$ cat src/hw/rtl/bmm_pkg.sv
package bmm_pkg;

    localparam int MAX_ROWS  = 8;
    localparam int MAX_INNER = 16;
    localparam int MAX_COLS  = 8;

    localparam int A_DEPTH = MAX_ROWS * MAX_INNER;
    localparam int B_DEPTH = MAX_INNER * MAX_COLS;
    localparam int ADDR_W  = $clog2(A_DEPTH > B_DEPTH ? A_DEPTH : B_DEPTH);

    localparam int ELEM_W = 16;
    localparam int PROD_W = 2 * ELEM_W;
    localparam int RES_W  = 32;
    // one guard bit per doubling of the term count, plus one spare
    localparam int ACC_W  = PROD_W + $clog2(MAX_INNER) + 1;

    localparam int ROWS_W  = 4;
    localparam int INNER_W = 5;
    localparam int COLS_W  = 4;
    localparam int CFG_W   = 5;
    localparam int CIDX_W  = 2;

    localparam int ROW_IDX_W = 3;
    localparam int COL_IDX_W = 3;
    localparam int TERM_W    = $clog2(MAX_INNER);
    localparam int CNT_W     = ROWS_W + INNER_W;

    localparam int OUT_DATA_W = RES_W + ROW_IDX_W + COL_IDX_W;
    localparam int OUT_TDATA_W = ((OUT_DATA_W + 7) / 8) * 8;

    localparam logic [CIDX_W-1:0] CFG_ROWS_M  = 2'd0;
    localparam logic [CIDX_W-1:0] CFG_INNER_K = 2'd1;
    localparam logic [CIDX_W-1:0] CFG_COLS_N  = 2'd2;

    localparam logic MAT_A = 1'b0;
    localparam logic MAT_B = 1'b1;

    localparam logic [ROWS_W-1:0]  ROWS_RESET  = 4'd8;
    localparam logic [INNER_W-1:0] INNER_RESET = 5'd16;
    localparam logic [COLS_W-1:0]  COLS_RESET  = 4'd8;

    typedef enum logic [1:0] {
        ST_IDLE,
        ST_MAC,
        ST_DRAIN,
        ST_OUT
    } t_state;

    typedef struct packed {
        logic clear;
        logic issue;
    } t_mac_ctl;

endpackage

$ cat src/hw/rtl/bmm_ram.sv
module bmm_ram #(
    parameter int WIDTH = 16,
    parameter int DEPTH = 128
) (
    input  logic                     i_clk,
    input  logic                     i_we,
    input  logic [$clog2(DEPTH)-1:0] i_waddr,
    input  logic [WIDTH-1:0]         i_wdata,
    input  logic [$clog2(DEPTH)-1:0] i_raddr,
    output logic [WIDTH-1:0]         o_rdata
);

    logic [WIDTH-1:0] r_mem [DEPTH];
    logic [WIDTH-1:0] r_rdata;

    always_ff @(posedge i_clk) begin
        if (i_we) begin
            r_mem[i_waddr] <= i_wdata;
        end
        r_rdata <= r_mem[i_raddr];
    end

    assign o_rdata = r_rdata;

endmodule

$ cat src/hw/rtl/bmm_mac.sv
module bmm_mac (
    input  logic                                  i_clk,
    input  logic                                  i_rst_n,
    input  bmm_pkg::t_mac_ctl                     i_ctl,
    input  logic signed [bmm_pkg::ELEM_W-1:0]     i_a,
    input  logic signed [bmm_pkg::ELEM_W-1:0]     i_b,
    output logic                                  o_busy,
    output logic        [bmm_pkg::RES_W-1:0]      o_result
);

    logic                                r_p1_vld;
    logic                                r_p2_vld;
    logic signed [bmm_pkg::PROD_W-1:0]   r_prod;
    logic signed [bmm_pkg::ACC_W-1:0]    r_acc;
    logic signed [bmm_pkg::PROD_W-1:0]   w_prod;
    logic [bmm_pkg::ACC_W-bmm_pkg::RES_W:0] w_top;

    assign w_prod = bmm_pkg::PROD_W'(i_a) * bmm_pkg::PROD_W'(i_b);

    // read data lands in the cycle after issue, the product in the cycle after that
    always_ff @(posedge i_clk) begin
        if (!i_rst_n) begin
            r_p1_vld <= 1'b0;
            r_p2_vld <= 1'b0;
        end else begin
            r_p1_vld <= i_ctl.issue;
            r_p2_vld <= r_p1_vld;
        end
    end

    always_ff @(posedge i_clk) begin
        if (r_p1_vld) begin
            r_prod <= w_prod;
        end
        if (i_ctl.clear) begin
            r_acc <= '0;
        end else if (r_p2_vld) begin
            r_acc <= r_acc + bmm_pkg::ACC_W'(r_prod);
        end
    end

    assign o_busy = r_p1_vld | r_p2_vld;

    // in range when every bit above the result sign matches it
    assign w_top = r_acc[bmm_pkg::ACC_W-1:bmm_pkg::RES_W-1];

    always_comb begin
        if ((&w_top) || !(|w_top)) begin
            o_result = r_acc[bmm_pkg::RES_W-1:0];
        end else if (r_acc[bmm_pkg::ACC_W-1]) begin
            o_result = {1'b1, {(bmm_pkg::RES_W-1){1'b0}}};
        end else begin
            o_result = {1'b0, {(bmm_pkg::RES_W-1){1'b1}}};
        end
    end

endmodule

$ cat src/hw/rtl/batched_matrix_multiply.sv
// channel   direction  handshake                 payload
// s_axis    in         i_s_axis_tvalid/o_..ready tdata: element_value; tuser: which_matrix
// m_axis    out        o_m_axis_tvalid/i_..ready tdata: result, row, col; tlast: last_of_slice
// cfg       in         i_cfg_valid/o_cfg_ready   i_cfg_index, i_cfg_data
//
// An A item or a non-final B item is written to its element RAM. The final B item
// of a slice starts the shared MAC: each of the M*N results takes K reads of the
// two element RAMs, a drain of the MAC pipeline and a transfer on the output,
// which can stall; while a slice is computed and sent, s_axis is not ready.
// Reset is synchronous, active low; the element RAMs are not cleared.
module batched_matrix_multiply (
    input  logic                               i_clk,
    input  logic                               i_rst_n,
    input  logic                               i_s_axis_tvalid,
    output logic                               o_s_axis_tready,
    input  logic [bmm_pkg::ELEM_W-1:0]         i_s_axis_tdata,  // [15:0] element_value
    input  logic                               i_s_axis_tuser,  // [0] which_matrix
    output logic                               o_m_axis_tvalid,
    input  logic                               i_m_axis_tready,
    // [31:0] result_value, [34:32] row_index, [37:35] col_index, [39:38] zero
    output logic [bmm_pkg::OUT_TDATA_W-1:0]    o_m_axis_tdata,
    output logic                               o_m_axis_tlast,  // last_of_slice
    input  logic                               i_cfg_valid,
    output logic                               o_cfg_ready,
    input  logic [bmm_pkg::CIDX_W-1:0]         i_cfg_index,
    input  logic [bmm_pkg::CFG_W-1:0]          i_cfg_data
);

    bmm_pkg::t_state r_state, n_state;

    logic [bmm_pkg::ROWS_W-1:0]    r_rows_m;
    logic [bmm_pkg::INNER_W-1:0]   r_inner_k;
    logic [bmm_pkg::COLS_W-1:0]    r_cols_n;
    logic [bmm_pkg::ADDR_W-1:0]    r_a_pos, n_a_pos;
    logic [bmm_pkg::ADDR_W-1:0]    r_b_pos, n_b_pos;
    logic [bmm_pkg::ROW_IDX_W-1:0] r_i, n_i;
    logic [bmm_pkg::COL_IDX_W-1:0] r_j, n_j;
    logic [bmm_pkg::TERM_W-1:0]    r_t, n_t;
    logic [bmm_pkg::ADDR_W-1:0]    r_a_row, n_a_row;
    logic [bmm_pkg::ADDR_W-1:0]    r_a_addr, n_a_addr;
    logic [bmm_pkg::ADDR_W-1:0]    r_b_addr, n_b_addr;

    logic [bmm_pkg::ROWS_W-1:0]    w_m;
    logic [bmm_pkg::INNER_W-1:0]   w_k;
    logic [bmm_pkg::COLS_W-1:0]    w_n;
    logic [bmm_pkg::CNT_W-1:0]     w_mk;
    logic [bmm_pkg::CNT_W-1:0]     w_kn;
    logic [bmm_pkg::ADDR_W-1:0]    w_a_wr;
    logic [bmm_pkg::ADDR_W-1:0]    w_b_wr;
    logic [bmm_pkg::CNT_W-1:0]     w_a_inc;
    logic [bmm_pkg::CNT_W-1:0]     w_b_inc;
    logic                          w_in_acc;
    logic                          w_cfg_acc;
    logic                          w_a_we;
    logic                          w_b_we;
    logic                          w_last_i;
    logic                          w_last_j;
    logic [bmm_pkg::ELEM_W-1:0]    w_a_rd;
    logic [bmm_pkg::ELEM_W-1:0]    w_b_rd;
    logic                          w_mac_busy;
    logic [bmm_pkg::RES_W-1:0]     w_result;
    bmm_pkg::t_mac_ctl             w_mac_ctl;

    // zero sizes act as 1, oversize as the maximum
    always_comb begin
        if (r_rows_m == '0) begin
            w_m = bmm_pkg::ROWS_W'(1);
        end else if (r_rows_m > bmm_pkg::ROWS_W'(bmm_pkg::MAX_ROWS)) begin
            w_m = bmm_pkg::ROWS_W'(bmm_pkg::MAX_ROWS);
        end else begin
            w_m = r_rows_m;
        end
        if (r_inner_k == '0) begin
            w_k = bmm_pkg::INNER_W'(1);
        end else if (r_inner_k > bmm_pkg::INNER_W'(bmm_pkg::MAX_INNER)) begin
            w_k = bmm_pkg::INNER_W'(bmm_pkg::MAX_INNER);
        end else begin
            w_k = r_inner_k;
        end
        if (r_cols_n == '0) begin
            w_n = bmm_pkg::COLS_W'(1);
        end else if (r_cols_n > bmm_pkg::COLS_W'(bmm_pkg::MAX_COLS)) begin
            w_n = bmm_pkg::COLS_W'(bmm_pkg::MAX_COLS);
        end else begin
            w_n = r_cols_n;
        end
    end

    assign w_mk = bmm_pkg::CNT_W'(w_m) * bmm_pkg::CNT_W'(w_k);
    assign w_kn = bmm_pkg::CNT_W'(w_k) * bmm_pkg::CNT_W'(w_n);

    assign o_s_axis_tready = (r_state == bmm_pkg::ST_IDLE);
    assign o_cfg_ready     = 1'b1;
    assign w_in_acc        = i_s_axis_tvalid && o_s_axis_tready;
    assign w_cfg_acc       = i_cfg_valid && o_cfg_ready;
    assign w_a_we          = w_in_acc && (i_s_axis_tuser == bmm_pkg::MAT_A);
    assign w_b_we          = w_in_acc && (i_s_axis_tuser == bmm_pkg::MAT_B);

    assign w_a_wr  = (bmm_pkg::CNT_W'(r_a_pos) >= w_mk) ? '0 : r_a_pos;
    assign w_b_wr  = (bmm_pkg::CNT_W'(r_b_pos) >= w_kn) ? '0 : r_b_pos;
    assign w_a_inc = bmm_pkg::CNT_W'(w_a_wr) + bmm_pkg::CNT_W'(1);
    assign w_b_inc = bmm_pkg::CNT_W'(w_b_wr) + bmm_pkg::CNT_W'(1);

    assign w_last_i = (bmm_pkg::ROWS_W'(r_i) == w_m - bmm_pkg::ROWS_W'(1));
    assign w_last_j = (bmm_pkg::COLS_W'(r_j) == w_n - bmm_pkg::COLS_W'(1));

    bmm_ram #(
        .WIDTH (bmm_pkg::ELEM_W),
        .DEPTH (bmm_pkg::A_DEPTH)
    ) u_a_ram (
        .i_clk   (i_clk),
        .i_we    (w_a_we),
        .i_waddr (w_a_wr),
        .i_wdata (i_s_axis_tdata),
        .i_raddr (r_a_addr),
        .o_rdata (w_a_rd)
    );

    bmm_ram #(
        .WIDTH (bmm_pkg::ELEM_W),
        .DEPTH (bmm_pkg::B_DEPTH)
    ) u_b_ram (
        .i_clk   (i_clk),
        .i_we    (w_b_we),
        .i_waddr (w_b_wr),
        .i_wdata (i_s_axis_tdata),
        .i_raddr (r_b_addr),
        .o_rdata (w_b_rd)
    );

    bmm_mac u_mac (
        .i_clk    (i_clk),
        .i_rst_n  (i_rst_n),
        .i_ctl    (w_mac_ctl),
        .i_a      (w_a_rd),
        .i_b      (w_b_rd),
        .o_busy   (w_mac_busy),
        .o_result (w_result)
    );

    always_ff @(posedge i_clk) begin
        if (!i_rst_n) begin
            r_state   <= bmm_pkg::ST_IDLE;
            r_rows_m  <= bmm_pkg::ROWS_RESET;
            r_inner_k <= bmm_pkg::INNER_RESET;
            r_cols_n  <= bmm_pkg::COLS_RESET;
            r_a_pos   <= '0;
            r_b_pos   <= '0;
            r_i       <= '0;
            r_j       <= '0;
            r_t       <= '0;
            r_a_row   <= '0;
            r_a_addr  <= '0;
            r_b_addr  <= '0;
        end else begin
            r_state  <= n_state;
            r_a_pos  <= n_a_pos;
            r_b_pos  <= n_b_pos;
            r_i      <= n_i;
            r_j      <= n_j;
            r_t      <= n_t;
            r_a_row  <= n_a_row;
            r_a_addr <= n_a_addr;
            r_b_addr <= n_b_addr;
            if (w_cfg_acc) begin
                unique case (i_cfg_index)
                    bmm_pkg::CFG_ROWS_M:  r_rows_m  <= i_cfg_data[bmm_pkg::ROWS_W-1:0];
                    bmm_pkg::CFG_INNER_K: r_inner_k <= i_cfg_data[bmm_pkg::INNER_W-1:0];
                    bmm_pkg::CFG_COLS_N:  r_cols_n  <= i_cfg_data[bmm_pkg::COLS_W-1:0];
                    default: ;
                endcase
            end
        end
    end

    always_comb begin
        n_state         = r_state;
        n_a_pos         = r_a_pos;
        n_b_pos         = r_b_pos;
        n_i             = r_i;
        n_j             = r_j;
        n_t             = r_t;
        n_a_row         = r_a_row;
        n_a_addr        = r_a_addr;
        n_b_addr        = r_b_addr;
        w_mac_ctl.clear = 1'b0;
        w_mac_ctl.issue = 1'b0;

        unique case (r_state)
            bmm_pkg::ST_IDLE: begin
                if (w_a_we) begin
                    n_a_pos = (w_a_inc >= w_mk) ? '0 : w_a_inc[bmm_pkg::ADDR_W-1:0];
                end
                if (w_b_we) begin
                    if (w_b_inc >= w_kn) begin
                        // slice complete: start the first dot product
                        n_b_pos         = '0;
                        n_state         = bmm_pkg::ST_MAC;
                        n_i             = '0;
                        n_j             = '0;
                        n_t             = '0;
                        n_a_row         = '0;
                        n_a_addr        = '0;
                        n_b_addr        = '0;
                        w_mac_ctl.clear = 1'b1;
                    end else begin
                        n_b_pos = w_b_inc[bmm_pkg::ADDR_W-1:0];
                    end
                end
            end
            bmm_pkg::ST_MAC: begin
                w_mac_ctl.issue = 1'b1;
                n_a_addr        = r_a_addr + bmm_pkg::ADDR_W'(1);
                n_b_addr        = r_b_addr + bmm_pkg::ADDR_W'(w_n);
                if (bmm_pkg::INNER_W'(r_t) == w_k - bmm_pkg::INNER_W'(1)) begin
                    n_state = bmm_pkg::ST_DRAIN;
                end else begin
                    n_t = r_t + bmm_pkg::TERM_W'(1);
                end
            end
            bmm_pkg::ST_DRAIN: begin
                if (!w_mac_busy) begin
                    n_state = bmm_pkg::ST_OUT;
                end
            end
            bmm_pkg::ST_OUT: begin
                if (i_m_axis_tready) begin
                    if (w_last_j && w_last_i) begin
                        n_state = bmm_pkg::ST_IDLE;
                    end else begin
                        n_state         = bmm_pkg::ST_MAC;
                        n_t             = '0;
                        w_mac_ctl.clear = 1'b1;
                        if (w_last_j) begin
                            n_i      = r_i + bmm_pkg::ROW_IDX_W'(1);
                            n_j      = '0;
                            n_a_row  = r_a_row + bmm_pkg::ADDR_W'(w_k);
                            n_a_addr = r_a_row + bmm_pkg::ADDR_W'(w_k);
                            n_b_addr = '0;
                        end else begin
                            n_j      = r_j + bmm_pkg::COL_IDX_W'(1);
                            n_a_addr = r_a_row;
                            n_b_addr = bmm_pkg::ADDR_W'(r_j + bmm_pkg::COL_IDX_W'(1));
                        end
                    end
                end
            end
            default: n_state = bmm_pkg::ST_IDLE;
        endcase

        // a register write restarts loading of both matrices
        if (w_cfg_acc && (i_cfg_index == bmm_pkg::CFG_ROWS_M ||
                          i_cfg_index == bmm_pkg::CFG_INNER_K ||
                          i_cfg_index == bmm_pkg::CFG_COLS_N)) begin
            n_a_pos = '0;
            n_b_pos = '0;
        end
    end

    assign o_m_axis_tvalid = (r_state == bmm_pkg::ST_OUT);
    assign o_m_axis_tlast  = w_last_i && w_last_j;
    assign o_m_axis_tdata  = {{(bmm_pkg::OUT_TDATA_W - bmm_pkg::OUT_DATA_W){1'b0}},
                              r_j, r_i, w_result};

endmodule

$ cat config.mk
export PLATFORM = sky130hd
export DESIGN_NAME = batched_matrix_multiply
export DESIGN_NICKNAME = d
export VERILOG_FILES = /design/src/hw/rtl/bmm_pkg.sv /design/src/hw/rtl/bmm_ram.sv /design/src/hw/rtl/bmm_mac.sv /design/src/hw/rtl/batched_matrix_multiply.sv
export SDC_FILE = /design/constraint.sdc
export NUM_CORES = 2
export LEC_CHECK = 0
export BUFFER_PORTS_ARGS = -buffer_cell sky130_fd_sc_hd__buf_2
export CAP_MARGIN = 5
export CORE_MARGIN = 5
export CORE_UTILIZATION = 44
export CTS_CLUSTER_DIAMETER = 50
export DETAILED_ROUTE_END_ITERATION = 12
export GPL_ROUTABILITY_DRIVEN = 0
export PLACE_DENSITY = 0.71
export SETUP_SLACK_MARGIN = 0.4
export SYNTH_ARGS = -nofsm -noshare
export SYNTH_HDL_FRONTEND = slang
export SYNTH_HIERARCHICAL = 1
export SYNTH_SLANG_ARGS = --single-unit
$ cat constraint.sdc
create_clock -name i_clk -period 6.8 [get_ports i_clk]
set_clock_uncertainty 0.2 [all_clocks]
set_input_delay 1.02 -clock i_clk [delete_from_list [all_inputs] [get_ports i_clk]]
set_output_delay 1.02 -clock i_clk [all_outputs]
set_load 0.05 [all_outputs]
==> metrics.cfg <==
[yosys]
syn-instance-count = 8499
netlist_area_sq_mm = 0.178
synth.distinct_cells = 92
synth_seq_area_share = 0.713
synth_top_area_frac = 0.698
synthFlopType = edfxtp_1
synth.avg_cell_area_sq_um = 20.9
synth_commonest_cells = edfxtp_1, mux4_2, inv_1, nor2_1, fa_1
yosys.area.top_type = edfxtp_1
async_flop_share = 0
yosysMostFrequentCell = edfxtp_1
ys_warn_count = 6
synth-seq-cells = 4259
ys_top_cells_by_area = edfxtp_1, mux4_2, fa_1, dfxtp_1, ha_1
synth_edf_count = 4128

[setup_path]
crit_arrival_ps = 7490
critPathSlowestCell = fa_1
crit_fanout = 8
end_kind = register
rrSetupSlack_ps = -30
cp-start-kind = register
crit_path_max_incr_delay_ps = 560
crit_type = reg -> reg
worstPathRequired_ps = 7460
cpMostUsedCell = ha_4

[sta]
final.setup.worst_slack_ps = -33.6
hold_violations = 0
setup-violations-final = 3
rsz0062_at_grt = yes
fmax_mhz = 146
hold_ws_ps = 167
setup_tns_ps = -59.0
fin_crit_sh = 1.00
period_needed_ps = 6830
tightest_slew_ps = 1450
slew_viol_final = 0
relSlewSlack = 0.0326

[drt]
avgViaCountPerCell = 6.04
drt_first_pass_iters = 10
drt_iter0_markers = 11211
vias = 89252
wl_per_cell_microns = 29.0
drc_errors = 2
wl_mm = 429
antenna_left = 0

[global_route]
antenna_found_initial = 26
grt_pass1_vias = 90893
grt_usage = 0.202
grt_max_degree = 163
grt_pass1_wl_mm = 627
grt_overflow = 0

[layout]
multi_input_area_sq_mm = 0.0491
fin_nets = 9630
fin_cells = 14770
syn2layout_area_growth_pct = 14.4
fill_cells = 31006
seq_area_sq_mm = 0.127
drive_gt1_frac = 0.304

[placement]
hpwlAfterDp_mm = 254
dp_cells = 13926
io_buffers = 69
pre_cts_slack_ps = -233

[cts]
clock-root-buffer = clkbuf_16
clock_sinks = 4259
clk_pin_slew_ps = 60
clockBufferDepth = 4
clkLatencyLatePin_ps = 970
numCtsBuffers = 420
htree_num_levels = 5
cts_hold_buf = 0
cts_tree = done

[min_path]
hold_class = in -> reg

[die]
dieArea_sq_mm = 0.416
dieHeight_microns = 645
start_util = 0.441
coreArea_sq_mm = 0.402
die_width_microns = 645
pin_count = 73
rows = 233

[outcome]
violations = DRC, setup timing
status = complete, but fails checks

[job]
cap_violations = 0

layout by cell type (no fill, tap or decap), types with 61 or more instances in the layout:
cell type     n
inv_1       361
clkbuf_16   424
ha_1        176
mux4_2     1344
a21o_1       69
nand3_1      61
nand2_1     242
clkinv_1    101
edfxtp_1   4128
dfxtp_1      85
a21oi_1      70
fa_1        266
nor2_1      340
clkbuf_1     71
buf_12       91
clkinv_2     67
and2_1      149
buf_4       430
layout make-up:
type,instances,share of cell area
flip-flops and latches,4259,0.624
multi-input cells,3454,0.242
clock buffers,495,0.0535
well taps,5287,0.0326
repair buffers,622,0.0295
clock inverters,264,0.0118
inverters,370,0.00684
diodes,19,0.000234
cell families after synthesis:
group	Yosys count	synth area share
buffers and inverters	787	0.0178
AOI/OAI and AO/OA	405	0.0161
adders and majority gates	474	0.0451
muxes	1419	0.175
and+or+nand+nor	1066	0.0287
other	2	0.0000423
DFF	4259	0.713
xor gates and xnor gates	87	0.00429
repair_timing:
action	in CTS	in global routing
setup buffers	27	33
endpoints found under the setup margin	212	606
pin swaps	66	92
endpoints found under the hold margin	0	0
cloned	4	2
resized for setup	100	221
state kept, by name (all words and copies together) (netlist names):
name             flops
u_a_ram/r_mem     2048
u_b_ram/r_mem     2048
u_mac/r_acc         37
u_mac/r_prod        32
u_a_ram/o_rdata     16
u_b_ram/o_rdata     16
r_a_addr             7
r_a_pos              7
r_a_row              7
r_b_addr             7
r_b_pos              7
r_inner_k            5
r_cols_n             4
r_rows_m             4
r_t                  4
r_i                  3
r_j                  3
r_state              2
u_mac/r_p1_vld       1
u_mac/r_p2_vld       1
metal layers:
layer | vias to the layer above | routed length (microns) | global-route usage
met1 | 47754 | 166000 | 0.282
met2 | 4752 | 210000 | 0.330
met4 | 14 | 14300 | 0.0621
met3 | 851 | 38200 | 0.0346
li1 | 35881 | - | -
met5 | - | 89 | 0
per-stage QoR:
step                area [sq um]   util
finish                    203000  0.505
global route              203000  0.505
CTS                       202000  0.502
detailed placement        188000  0.467
global placement          188000  0.467
floorplan                 178000      -
worst max-delay path, delay by kind of cell, from the launching register on:
kind	cells	cell delay, ps
XOR/XNOR	2	420
multiplexers	1	80
adder cells (fa/ha/maj)	6	2020
AO/OA/AOI/OAI	7	980
flip-flops	1	320
buffers and inverters	4	400
AND/OR/NAND/NOR	18	2320
path summary, 6_finish.rpt:
check,startpoint,cells past startpoint,endpoint
worst max register to register,r_inner_k[3],38,u_mac/r_acc[21]
worst max-delay path,r_inner_k[3],38,u_mac/r_acc[21]
worst min-delay path,i_cfg_data[4],3,r_inner_k[4]
worst min register to register,r_a_row[6],2,r_a_row[6]
Power is left out: the tool's default activity adds up to more than one toggle a clock period on the data nets, which glitch-free logic cannot reach.
